**src/hdl/tcab_pkg.sv**
```systemverilog
package tcab_pkg;

    localparam int ADDR_W    = 32;
    localparam int PORT_W    = 16;
    localparam int CNT_W     = 10;
    localparam int TOTAL_W   = 14;
    localparam int LIMIT_W   = 5;
    localparam int STATUS_W  = 2;
    localparam int TOTAL_SAT = 16383;
    localparam int LIMIT_RESET = 8;

    typedef enum logic [2:0] {
        OP_ADD     = 3'd0,
        OP_REMOVE  = 3'd1,
        OP_UP      = 3'd2,
        OP_DOWN    = 3'd3,
        OP_BALANCE = 3'd4,
        OP_LEAF    = 3'd5,
        OP_QUERY   = 3'd6
    } op_t;

    typedef enum logic [STATUS_W-1:0] {
        ST_DONE   = 2'd0,
        ST_TARGET = 2'd1,
        ST_NONE   = 2'd2,
        ST_MISS   = 2'd3
    } status_t;

    typedef enum logic [1:0] {
        S_IDLE,
        S_WALK,
        S_FINISH
    } state_t;

    typedef struct packed {
        logic start;
        logic step;
        logic finish;
    } ctrl_cmd_t;

    typedef struct packed {
        logic walk_done;
        logic out_busy;
    } dp_status_t;

endpackage

```
**src/hdl/tcab_req_if.sv**
```systemverilog
interface tcab_req_if
    import tcab_pkg::*;
();
    logic              valid;
    logic              ready;
    logic [2:0]        req_type;
    logic [ADDR_W-1:0] child_addr;
    logic [PORT_W-1:0] child_port;

    modport source (output valid, req_type, child_addr, child_port, input ready);
    modport sink   (input valid, req_type, child_addr, child_port, output ready);
endinterface

```
**src/hdl/tcab_rsp_if.sv**
```systemverilog
interface tcab_rsp_if
    import tcab_pkg::*;
();
    logic                valid;
    logic                ready;
    logic [STATUS_W-1:0] status;
    logic [ADDR_W-1:0]   target_addr;
    logic [CNT_W-1:0]    child_count;
    logic [TOTAL_W-1:0]  total_successors;
    logic [LIMIT_W-1:0]  free_capacity;

    modport source (output valid, status, target_addr, child_count, total_successors,
                    free_capacity, input ready);
    modport sink   (input valid, status, target_addr, child_count, total_successors,
                    free_capacity, output ready);
endinterface

```
**src/hdl/tcab_ctrl.sv**
```systemverilog
module tcab_ctrl
    import tcab_pkg::*;
(
    input  logic       clk,
    input  logic       rst_n,
    input  logic       in_valid,
    output logic       in_ready,
    input  dp_status_t dp_status,
    output ctrl_cmd_t  cmd
);

    state_t state_reg;
    state_t state_next;

    always_ff @(posedge clk or negedge rst_n)
    begin
        if (!rst_n)
        begin
            state_reg <= S_IDLE;
        end
        else
        begin
            state_reg <= state_next;
        end
    end

    always_comb
    begin
        state_next = state_reg;
        unique case (state_reg)
            S_IDLE:
            begin
                if (in_valid)
                begin
                    state_next = S_WALK;
                end
            end
            S_WALK:
            begin
                if (dp_status.walk_done)
                begin
                    state_next = S_FINISH;
                end
            end
            S_FINISH:
            begin
                if (!dp_status.out_busy)
                begin
                    state_next = S_IDLE;
                end
            end
            default:
            begin
                state_next = S_IDLE;
            end
        endcase
    end

    always_comb
    begin
        in_ready   = 1'b0;
        cmd.start  = 1'b0;
        cmd.step   = 1'b0;
        cmd.finish = 1'b0;
        unique case (state_reg)
            S_IDLE:
            begin
                in_ready  = 1'b1;
                cmd.start = in_valid;
            end
            S_WALK:
            begin
                cmd.step = !dp_status.walk_done;
            end
            S_FINISH:
            begin
                cmd.finish = !dp_status.out_busy;
            end
            default:
            begin
                in_ready = 1'b0;
            end
        endcase
    end

endmodule

```
**src/hdl/tcab_datapath.sv**
```systemverilog
module tcab_datapath
    import tcab_pkg::*;
#(
    parameter int TABLE_DEPTH = 16,
    parameter int COUNT_MAX   = 999
)
(
    input  logic                clk,
    input  logic                rst_n,
    input  ctrl_cmd_t           cmd,
    output dp_status_t          dp_status,
    input  logic                cfg_wr_en,
    input  logic [LIMIT_W-1:0]  cfg_wr_data,
    input  logic [2:0]          in_req_type,
    input  logic [ADDR_W-1:0]   in_child_addr,
    input  logic [PORT_W-1:0]   in_child_port,
    input  logic                out_ready,
    output logic                out_valid,
    output logic [STATUS_W-1:0] out_status,
    output logic [ADDR_W-1:0]   out_target_addr,
    output logic [CNT_W-1:0]    out_child_count,
    output logic [TOTAL_W-1:0]  out_total_successors,
    output logic [LIMIT_W-1:0]  out_free_capacity
);

    localparam int IW  = $clog2(TABLE_DEPTH + 1);
    localparam int IXW = $clog2(TABLE_DEPTH);
    localparam int SW  = $clog2(TABLE_DEPTH * (COUNT_MAX + 1) + 1);
    localparam int LIM_RST = (LIMIT_RESET > TABLE_DEPTH) ? TABLE_DEPTH : LIMIT_RESET;

    logic [ADDR_W-1:0] addr_tab_reg [TABLE_DEPTH];
    logic [PORT_W-1:0] port_tab_reg [TABLE_DEPTH];
    logic [CNT_W-1:0]  cnt_tab_reg  [TABLE_DEPTH];

    logic [IW-1:0]     count_reg;
    logic [IW-1:0]     cap_reg;
    logic [IW-1:0]     limit_reg;

    op_t               op_reg;
    logic [ADDR_W-1:0] addr_q_reg;
    logic [PORT_W-1:0] port_q_reg;
    logic [IW-1:0]     i_reg;
    logic [IW-1:0]     j_reg;
    logic [IW-1:0]     hits_reg;
    logic [SW-1:0]     sum_reg;
    logic              found_reg;
    logic              down_ok_reg;
    logic [CNT_W-1:0]  qcnt_reg;
    logic [CNT_W-1:0]  min_c_reg;
    logic [ADDR_W-1:0] min_a_reg;
    logic [CNT_W-1:0]  max_c_reg;
    logic [ADDR_W-1:0] max_a_reg;

    logic              out_valid_reg;

    logic [ADDR_W-1:0] e_addr;
    logic [PORT_W-1:0] e_port;
    logic [CNT_W-1:0]  e_cnt;
    logic              match;
    logic              drop;
    logic              first;
    logic [CNT_W-1:0]  new_cnt;

    logic              add_ok;
    status_t           fin_status;
    logic [ADDR_W-1:0] fin_target;
    logic [CNT_W-1:0]  fin_qcnt;
    logic [IW-1:0]     count_next;
    logic [IW-1:0]     cap_next;
    logic [IW:0]       cap_sum;
    logic [SW:0]       tot;
    logic [TOTAL_W-1:0] tot_sat;
    logic [IW-1:0]     lim_clamped;
    logic              bal_move;

    assign e_addr = addr_tab_reg[i_reg[IXW-1:0]];
    assign e_port = port_tab_reg[i_reg[IXW-1:0]];
    assign e_cnt  = cnt_tab_reg[i_reg[IXW-1:0]];
    assign match  = (e_addr == addr_q_reg);
    assign drop   = (op_reg == OP_REMOVE) && match;
    assign first  = match && !found_reg;

    always_comb
    begin
        new_cnt = e_cnt;
        if (op_reg == OP_UP && match && e_cnt < CNT_W'(COUNT_MAX))
        begin
            new_cnt = e_cnt + CNT_W'(1);
        end
        else if (op_reg == OP_DOWN && first && e_cnt != '0)
        begin
            new_cnt = e_cnt - CNT_W'(1);
        end
    end

    assign dp_status.walk_done = (i_reg == count_reg);
    assign dp_status.out_busy  = out_valid_reg && !out_ready;

    always_comb
    begin
        if (cfg_wr_data == '0)
        begin
            lim_clamped = IW'(1);
        end
        else if (32'(cfg_wr_data) > TABLE_DEPTH)
        begin
            lim_clamped = IW'(TABLE_DEPTH);
        end
        else
        begin
            lim_clamped = IW'(cfg_wr_data);
        end
    end

    assign add_ok   = (cap_reg != '0) && (32'(count_reg) < TABLE_DEPTH);
    assign cap_sum  = {1'b0, cap_reg} + {1'b0, hits_reg};
    assign bal_move = ((cap_reg != '0) && (max_c_reg != '0))
                   || ({1'b0, max_c_reg} > ({1'b0, min_c_reg} + (CNT_W + 1)'(1)));

    always_comb
    begin
        fin_status = ST_NONE;
        fin_target = '0;
        fin_qcnt   = '0;
        count_next = count_reg;
        cap_next   = cap_reg;
        unique case (op_reg)
            OP_ADD:
            begin
                if (add_ok)
                begin
                    fin_status = ST_DONE;
                    count_next = count_reg + IW'(1);
                    cap_next   = cap_reg - IW'(1);
                end
                else if (count_reg != '0)
                begin
                    fin_status = ST_TARGET;
                    fin_target = min_a_reg;
                end
            end
            OP_REMOVE:
            begin
                fin_status = (hits_reg != '0) ? ST_DONE : ST_MISS;
                count_next = j_reg;
                cap_next   = (cap_sum > {1'b0, limit_reg}) ? limit_reg : cap_sum[IW-1:0];
            end
            OP_UP:
            begin
                fin_status = found_reg ? ST_DONE : ST_MISS;
            end
            OP_DOWN:
            begin
                fin_status = (found_reg && down_ok_reg) ? ST_DONE : ST_MISS;
            end
            OP_BALANCE:
            begin
                if (cap_reg < limit_reg && count_reg != '0 && bal_move)
                begin
                    fin_status = ST_TARGET;
                    fin_target = max_a_reg;
                end
            end
            OP_LEAF:
            begin
                if (count_reg != '0)
                begin
                    fin_status = ST_TARGET;
                    fin_target = max_a_reg;
                end
            end
            OP_QUERY:
            begin
                fin_status = found_reg ? ST_DONE : ST_MISS;
                fin_qcnt   = found_reg ? qcnt_reg : '0;
            end
            default:
            begin
                fin_status = ST_NONE;
            end
        endcase
    end

    assign tot     = (SW + 1)'(count_next) + {1'b0, sum_reg};
    assign tot_sat = (32'(tot) > TOTAL_SAT) ? TOTAL_W'(TOTAL_SAT) : TOTAL_W'(tot);

    // table storage, no reset
    always_ff @(posedge clk)
    begin
        if (cmd.step && !drop)
        begin
            addr_tab_reg[j_reg[IXW-1:0]] <= e_addr;
            port_tab_reg[j_reg[IXW-1:0]] <= e_port;
            cnt_tab_reg[j_reg[IXW-1:0]]  <= new_cnt;
        end
        else if (cmd.finish && op_reg == OP_ADD && add_ok)
        begin
            addr_tab_reg[count_reg[IXW-1:0]] <= addr_q_reg;
            port_tab_reg[count_reg[IXW-1:0]] <= port_q_reg;
            cnt_tab_reg[count_reg[IXW-1:0]]  <= '0;
        end
    end

    // walk registers
    always_ff @(posedge clk)
    begin
        if (cmd.start)
        begin
            op_reg      <= op_t'(in_req_type);
            addr_q_reg  <= in_child_addr;
            port_q_reg  <= in_child_port;
            sum_reg     <= '0;
            found_reg   <= 1'b0;
            down_ok_reg <= 1'b0;
            qcnt_reg    <= '0;
            min_c_reg   <= '1;
            min_a_reg   <= '0;
            max_c_reg   <= '0;
            max_a_reg   <= '0;
        end
        else if (cmd.step)
        begin
            if (!drop)
            begin
                sum_reg <= sum_reg + SW'(new_cnt);
            end
            if (first)
            begin
                found_reg   <= 1'b1;
                qcnt_reg    <= e_cnt;
                down_ok_reg <= (e_cnt != '0);
            end
            if (e_cnt < min_c_reg)
            begin
                min_c_reg <= e_cnt;
                min_a_reg <= e_addr;
            end
            if (e_cnt >= max_c_reg)
            begin
                max_c_reg <= e_cnt;
                max_a_reg <= e_addr;
            end
        end
    end

    always_ff @(posedge clk or negedge rst_n)
    begin
        if (!rst_n)
        begin
            count_reg     <= '0;
            cap_reg       <= IW'(LIM_RST);
            limit_reg     <= IW'(LIM_RST);
            i_reg         <= '0;
            j_reg         <= '0;
            hits_reg      <= '0;
            out_valid_reg <= 1'b0;
        end
        else
        begin
            if (cfg_wr_en)
            begin
                limit_reg <= lim_clamped;
                cap_reg   <= lim_clamped;
                count_reg <= '0;
            end
            else if (cmd.finish)
            begin
                count_reg <= count_next;
                cap_reg   <= cap_next;
            end
            if (cmd.start)
            begin
                i_reg    <= '0;
                j_reg    <= '0;
                hits_reg <= '0;
            end
            else if (cmd.step)
            begin
                i_reg <= i_reg + IW'(1);
                if (drop)
                begin
                    hits_reg <= hits_reg + IW'(1);
                end
                else
                begin
                    j_reg <= j_reg + IW'(1);
                end
            end
            if (cmd.finish)
            begin
                out_valid_reg <= 1'b1;
            end
            else if (out_ready)
            begin
                out_valid_reg <= 1'b0;
            end
        end
    end

    // result register
    always_ff @(posedge clk)
    begin
        if (cmd.finish)
        begin
            out_status           <= fin_status;
            out_target_addr      <= fin_target;
            out_child_count      <= fin_qcnt;
            out_total_successors <= tot_sat;
            out_free_capacity    <= LIMIT_W'(cap_next);
        end
    end

    assign out_valid = out_valid_reg;

endmodule

```
**src/hdl/tree_child_admission_balancer.sv**
```systemverilog
// Child table of a streaming-tree node with admission, removal, count
// tracking, balancing, leaf selection and queries. From acceptance to result
// an item passes through these steps: one to latch the request, one per valid
// entry as the walk reads the table through its single read port, and one to
// settle status, totals and capacity once the output register is free. One
// item is worked at a time; the next is taken as soon as the result sits in
// the output register. A write to the upload limit clears the table at once
// and sets the free capacity to the clamped limit.
module tree_child_admission_balancer
    import tcab_pkg::*;
#(
    parameter int TABLE_DEPTH = 16,
    parameter int COUNT_MAX   = 999
)
(
    input  logic               clk,
    input  logic               rst_n,
    input  logic               cfg_wr_en,
    input  logic [LIMIT_W-1:0] cfg_wr_data,
    tcab_req_if.sink           req,
    tcab_rsp_if.source         rsp
);

    ctrl_cmd_t  cmd;
    dp_status_t dp_status;

    tcab_ctrl u_ctrl (
        .clk       (clk),
        .rst_n     (rst_n),
        .in_valid  (req.valid),
        .in_ready  (req.ready),
        .dp_status (dp_status),
        .cmd       (cmd)
    );

    tcab_datapath #(
        .TABLE_DEPTH (TABLE_DEPTH),
        .COUNT_MAX   (COUNT_MAX)
    ) u_datapath (
        .clk                  (clk),
        .rst_n                (rst_n),
        .cmd                  (cmd),
        .dp_status            (dp_status),
        .cfg_wr_en            (cfg_wr_en),
        .cfg_wr_data          (cfg_wr_data),
        .in_req_type          (req.req_type),
        .in_child_addr        (req.child_addr),
        .in_child_port        (req.child_port),
        .out_ready            (rsp.ready),
        .out_valid            (rsp.valid),
        .out_status           (rsp.status),
        .out_target_addr      (rsp.target_addr),
        .out_child_count      (rsp.child_count),
        .out_total_successors (rsp.total_successors),
        .out_free_capacity    (rsp.free_capacity)
    );

endmodule
```
**src/flat_wrapper.sv**
```systemverilog
// flat-port wrapper written by rule: the top's interface ports become plain ports
module tree_child_admission_balancer_flat import tcab_pkg::*;
#(
    parameter int TABLE_DEPTH = 16,
    parameter int COUNT_MAX   = 999
)
  (clk, rst_n, cfg_wr_en, cfg_wr_data, req_valid, req_req_type, req_child_addr, req_child_port, req_ready, rsp_valid, rsp_status, rsp_target_addr, rsp_child_count, rsp_total_successors, rsp_free_capacity, rsp_ready);
  tcab_req_if req_i ();
  tcab_rsp_if rsp_i ();
  input  logic clk;
  input  logic rst_n;
  input  logic cfg_wr_en;
  input  logic [LIMIT_W-1:0] cfg_wr_data;
  input wire logic [$bits(req_i.valid)-1:0] req_valid;
  input wire logic [$bits(req_i.req_type)-1:0] req_req_type;
  input wire logic [$bits(req_i.child_addr)-1:0] req_child_addr;
  input wire logic [$bits(req_i.child_port)-1:0] req_child_port;
  output wire logic [$bits(req_i.ready)-1:0] req_ready;
  output wire logic [$bits(rsp_i.valid)-1:0] rsp_valid;
  output wire logic [$bits(rsp_i.status)-1:0] rsp_status;
  output wire logic [$bits(rsp_i.target_addr)-1:0] rsp_target_addr;
  output wire logic [$bits(rsp_i.child_count)-1:0] rsp_child_count;
  output wire logic [$bits(rsp_i.total_successors)-1:0] rsp_total_successors;
  output wire logic [$bits(rsp_i.free_capacity)-1:0] rsp_free_capacity;
  input wire logic [$bits(rsp_i.ready)-1:0] rsp_ready;
  assign req_i.valid = req_valid;
  assign req_i.req_type = req_req_type;
  assign req_i.child_addr = req_child_addr;
  assign req_i.child_port = req_child_port;
  assign req_ready = req_i.ready;
  assign rsp_valid = rsp_i.valid;
  assign rsp_status = rsp_i.status;
  assign rsp_target_addr = rsp_i.target_addr;
  assign rsp_child_count = rsp_i.child_count;
  assign rsp_total_successors = rsp_i.total_successors;
  assign rsp_free_capacity = rsp_i.free_capacity;
  assign rsp_i.ready = rsp_ready;
  tree_child_admission_balancer #(.TABLE_DEPTH(TABLE_DEPTH), .COUNT_MAX(COUNT_MAX)) u_core (.clk(clk), .rst_n(rst_n), .cfg_wr_en(cfg_wr_en), .cfg_wr_data(cfg_wr_data), .req(req_i), .rsp(rsp_i));
endmodule
```
**config.mk**
```make
export PLATFORM = sky130hd
export DESIGN_NAME = tree_child_admission_balancer_flat
export DESIGN_NICKNAME = d
export VERILOG_FILES = /design/src/hdl/tcab_pkg.sv /design/src/hdl/tcab_req_if.sv /design/src/hdl/tcab_rsp_if.sv /design/src/hdl/tcab_ctrl.sv /design/src/hdl/tcab_datapath.sv /design/src/hdl/tree_child_admission_balancer.sv /design/src/flat_wrapper.sv
export SDC_FILE = /design/constraint.sdc
export NUM_CORES = 1
export LEC_CHECK = 0
export BUFFER_PORTS_ARGS = -buffer_cell sky130_fd_sc_hd__clkbuf_2
export CORE_UTILIZATION = 55
export DETAILED_ROUTE_END_ITERATION = 8
export PLACE_DENSITY_LB_ADDON = 0.2
export SLEW_MARGIN = 15
export SYNTH_ARGS = -nofsm -noshare
export SYNTH_HDL_FRONTEND = slang
export SYNTH_SLANG_ARGS = --single-unit
```
**constraint.sdc**
```tcl
create_clock -name clk -period 7.7 [get_ports clk]
set_input_delay 1.925 -clock clk [delete_from_list [all_inputs] [get_ports clk]]
set_output_delay 1.925 -clock clk [all_outputs]
set_load 0.05 [all_outputs]
```
After elaboration in Yosys (flattened, before gate mapping)
Memories as Yosys holds them, arrays and structs flattened.
Index checks and enable logic that the tools add are counted.
W data, S select, Z words.

storage, ports and cells
  flip-flop bits (word level) = 241
  bits in writable memories = 672
  output and inout port bits = 65
  memories = 2

memories
  memory                          words  bits a word  rd ports  clocked after memory_dff  write ports  RTL line             RTL
  u_core.u_datapath.addr_tab_reg  16     32           1         0                         1            tcab_datapath.sv:31  logic [ADDR_W-1:0] addr_tab_reg [TABLE_DEPTH];
  u_core.u_datapath.cnt_tab_reg   16     10           1         0                         1            tcab_datapath.sv:33  logic [CNT_W-1:0] cnt_tab_reg [TABLE_DEPTH];

cells by class
  add/sub/neg operators = 11
  magnitude comparators = 9
  eq/ne operators = 14
  mux-type cells = 54
  bitwise logic cells = 1
  reduce and logical (&&, ||, !) cells = 44

operators with widths
  operator                 number
  $mux W32                 5
  $pmux W32 S3             1
  $mux W5                  17
  $eq A32 B32 Y1           1
  $reduce_or A32 Y1        1
  $mux W10                 3
  $add A5 B1 Y5 const B    4
  $pmux W5 S2              2
  $reduce_bool A10 Y1      2
  $mux W2                  9
  $add A5 B14 Y15          1
  $gt A15 B14 Y1 const B   1
  $logic_and A1 B1 Y1      15
  $reduce_bool A5 Y1       3
  $add A14 B10 Y14         1
  $reduce_and A2 Y1        7
  $mux W1                  13
  $pmux W2 S6              1
  $add A10 B1 Y11 const B  1
  $gt A10 B11 Y1           1
  $add A10 B1 Y10 const B  1
  $ge A10 B10 Y1           1
  $lt A10 B10 Y1           1
  $lt A10 B10 Y1 const B   1
  27 further kinds         40

Longest topological paths before layout
  depth after elaboration = 11
  depth in mapped cells = 28
  mapped depth without buffers = 23

Cells and area by module
Synthesis repeated with hierarchy kept, for this count alone.

unflattened totals
  cells, all modules = 2,475
  area total of the unflattened synthesis = 39,263.9 sq um

modules (own cells, without submodules)
  module         instances  cells an instance  area an instance (sq um)
  tcab_datapath  1          2,464              39,161.3
  tcab_ctrl      1          11                 102.6

Worst setup path after synthesis
No wires, ideal clock.

  path kind = input port to flip-flop
  from = input port rsp_ready
  to = memory u_core.u_datapath.addr_tab_reg[12][0] (enable)
  library setup time = 455 ps
  arrival = 6,799 ps
  required time = 7,245 ps
  slack = 446 ps
  cell stages on the path = 7
  cells stage by stage = nand2b_1 > nand2b_1 > clkinv_1 > nand3_1 > clkbuf_1 > a31oi_1 > a21oi_1

RTL lines
  item         RTL line             RTL
  from (decl)  flat_wrapper.sv:25   input wire logic [$bits(rsp_i.ready)-1:0] rsp_ready;
  to (decl)    tcab_datapath.sv:31

Worst setup path in the final report
  from = register u_core.u_datapath.i_reg[2]
  to = register u_core.u_datapath.sum_reg[10]

between the ends
  elaborated cells on any way between the ends = 21

RTL lines
  item                                                     RTL line              RTL
  from (decl)                                              tcab_datapath.sv:42   logic [IW-1:0] i_reg;
  from (signal assigned)                                   tcab_datapath.sv:279  i_reg <= i_reg + IW'(1);
  $mem_v2 Z16 W10 *                                        --
  named net u_core.u_datapath.e_cnt[0]                     tcab_datapath.sv:58   logic [CNT_W-1:0] e_cnt;
  branches (longest 3 deep; another with $sub A10 B1 Y10)  --
  $mux W10 *                                               tcab_datapath.sv:86   if (op_reg == OP_UP && match && e_cnt < CNT_W'(COUNT_MAX))
  $add A14 B10 Y14 *                                       tcab_datapath.sv:225  sum_reg <= sum_reg + SW'(new_cnt);
  to (signal assigned)                                     tcab_datapath.sv:225
  to (decl)                                                tcab_datapath.sv:45   logic [SW-1:0] sum_reg;

Mark *: on every way through the listed nets, which the timed path passes.
A chain may end at the register's enable or synchronous reset.

==> out/qor.txt <==
Status: finished, final reports clean
Type of origin of the critical path: register
Final HPWL DP: 59300 µm
DIE AREA: 72900 µm²
Max-slew headroom: 22.0%
Crit Path Max Fanout: 59
DR vias: 23900
# setup viols final: 0
Most frequent CP cell: nor2_1
Max Fclk: 149 MHz
Fillers: 5013
Post-CTS Resized: 0
DRC violation count after routing: 0
Max Slew Vio Count: 0
Most common cell after layout, fill and taps aside: edfxtp_1
CP required: 8.26 ns
Critical path endpoint category: register
Post-synth EDFFs: 770
Top Family by Delay on Critical Path: simple AND/OR/NAND/NOR gates
# Max-Cap Violations: 0
Ports: 126
Final hold slack: 0.466 ns
Max IR drop VDD: 0.220 mV
Post-DRT Antenna Nets: 0
CTS Hold Buffers Added: 0
Inserted Clock Buffers: 93
Nets: 2869
Main flop type after synthesis: edfxtp_1
Global-route wire length before repair: 146000 µm
DIE HEIGHT: 270 µm
Post-Syn Instances: 2602
Clk slew on worst S/H paths: 0.06 ns
Gr usage total: 27.0%
Post-synthesis mux area share: 13.0%
Final hold violations: 0
Clock Skew: 0.0302 ns
FFs w/ async S/R, synth: 3.61%
Initial DRC Count: 2827
Post-synthesis simple-gate area fraction: 6.82%
Worst Max-Slew Pin Slew: 1.16 ns
Fin crit period: 6.70 ns
Area growth syn-to-layout: 12.4%
Sequential share of the synthesized area: 66.2%
Synth Area in Adders: 2.34%
# clock sinks: 913
RSZ-0062 raised after global routing: false
Synth Area in Compound Gates: 7.00%
Warnings from Yosys: 0
Cell Rows: 97
Tcrit/Tclk final: 87.0%
Leakage: 15.3 nW
GR Overflow Total: 0
Pre-Repair DR Iteration Count: 5
Synth Register Bits: 913
Critical Path Max Stage Delay: 1.08 ns
Initial antenna violation count: 1
Via/cell ratio: 6.35
Dpl cell area: 41300 µm²
Max clock buf depth: 3
Area of the mapped netlist: 39500 µm²
Mean Syn Cell Area: 15.2 µm²
Post-CTS setup buffers: 0
DR WL/cell: 26.2 µm
Worst-path cell chain: nor2b_1 -> buf_4 -> a22oi_1 -> nand2_1 -> inv_1 -> ha_1 -> inv_1 -> nor2_1 -> nand3_1 -> o21a_1 -> nor2_1 -> nor2_1 -> xnor2_1 -> ha_1 -> fa_1 -> a21o_1 -> a21oi_1 -> o21bai_1 -> a21oi_1 -> o21ai_0 -> a221oi_1 -> nor2_1 -> nand2_1 -> mux2i_1
Setup TNS Final: 0 ns
Slowest cell on crit path: dfrtp_4
GP Congestion: 0.859
Die width: 270 µm
Initial Util: 56.0%
H-tree lvl count: 3
IO buf count: 109
Synthesized net count: 2735
Type of the worst setup path: register to register
Hold Path Class: register to register
Core area: 70500 µm²
Most frequent cells in the layout: 770 x edfxtp_1, 216 x nand2_1, 159 x mux2i_1
Largest register FFs: 512
CTS tree: built
Design area: 44400 µm²
Final wirelength: 98400 µm
Synth cell types: 83
Pwr Density: 300 nW/µm²
Clk root buf: clkbuf_16
Arr. time, crit path: 7.26 ns
Proportion of layout cells with a drive suffix above 1: 18.4%
Largest net degree at the start of global routing: 109
Clk_lat worst skew: 0.66 ns
Largest family of logic cells by synthesized area: multiplexers
CP Buf/Inv Count: 3
Vias in the first global route: 23200
Post-Synth XOR/XNOR Area: 2.15%
path summary, 6_finish.rpt:
path                                                 from                        endpoint  slack [ns]  cells after the start
max                            u_core.u_datapath.i_reg[2]   u_core.u_datapath.sum_reg[10]        1.00                     24
min                        u_core.u_datapath.max_a_reg[2]  u_core.u_datapath.max_a_reg[2]        0.47                      2
max reg2reg                    u_core.u_datapath.i_reg[2]   u_core.u_datapath.sum_reg[10]        1.00                     24
min reg2reg                u_core.u_datapath.max_a_reg[2]  u_core.u_datapath.max_a_reg[2]        0.47                      2
max in group asynchronous                           rst_n      u_core.u_datapath.i_reg[1]        5.60                      1
min in group asynchronous                           rst_n   u_core.u_datapath.hits_reg[2]        1.41                      1
power breakdown:
part | internal, W | total, W | switching, W
registers | 0.00592 | 0.00614 | 0.000229
logic | 0.000901 | 0.00265 | 0.00175
clock network | 0.00262 | 0.00454 | 0.00193
total | 0.00943 | 0.0133 | 0.00391
worst min-delay path: cells and delay by family, from the launching register on:
family,cells,cell delay (ns)
AO/OA/AOI/OAI,1,0.05
flip-flops,1,0.31
AND/OR/NAND/NOR,1,0.06
final cells by class:
cell class	instances	area, µm²	area share, %
Tap cell	940	1180	2.65
Clock inverter	58	617	1.39
Timing Repair Buffer	178	1160	2.62
Clock buffer	114	2450	5.51
Sequential cell	913	26200	58.9
Inverter	66	253	0.569
Multi-Input combinational cell	1484	12600	28.4
Antenna cell	1	2.50	0.00563
stage by stage:
stage               worst slack [ns]  total power [W]  std cells  utilization (%)
finish                          1.00           0.0133       3754             63.0
global route                   0.542           0.0138       3753             63.0
CTS                             1.06           0.0134       3752             62.9
detailed placement              1.11          0.00887       3580             58.6
global placement                1.25          0.00877       3580             58.6
floorplan                      0.446          0.00808       2602                -
kinds of logic (layout without fill, tap and decap cells):
| group | after synthesis | count (layout) |
|---|---|---|
| flops | 913 | 913 |
| simple gates | 577 | 577 |
| compound gates | 418 | 418 |
| mux | 320 | 320 |
| buf+inv | 205 | 416 |
| xor+xnor | 97 | 97 |
| fa+ha+maj | 72 | 72 |
| other cells | 0 | 1 |
layer usage:
metal,routed length (µm),up-vias,track usage [%]
met3,8940,162,5.01
met5,0,-,0
li1,-,10400,-
met2,45900,1163,42.0
met1,41300,12200,39.4
met4,2190,0,7.25
cell usage after synthesis, drive strengths merged, types with 37 or more instances:
| master | n | area (µm²) |
|---|---|---|
| a21oi | 124 | 628 |
| a22o | 37 | 324 |
| a22oi | 47 | 353 |
| buf | 65 | 455 |
| clkbuf | 74 | 279 |
| dfxtp | 110 | 2200 |
| edfxtp | 770 | 23100 |
| ha | 69 | 863 |
| inv | 64 | 243 |
| mux2i | 161 | 1620 |
| mux4 | 151 | 3420 |
| nand2 | 216 | 811 |
| nand3 | 73 | 365 |
| nor2 | 121 | 457 |
| o21ai | 79 | 399 |
| xnor2 | 71 | 622 |
Power figures use the tool's default switching activity.
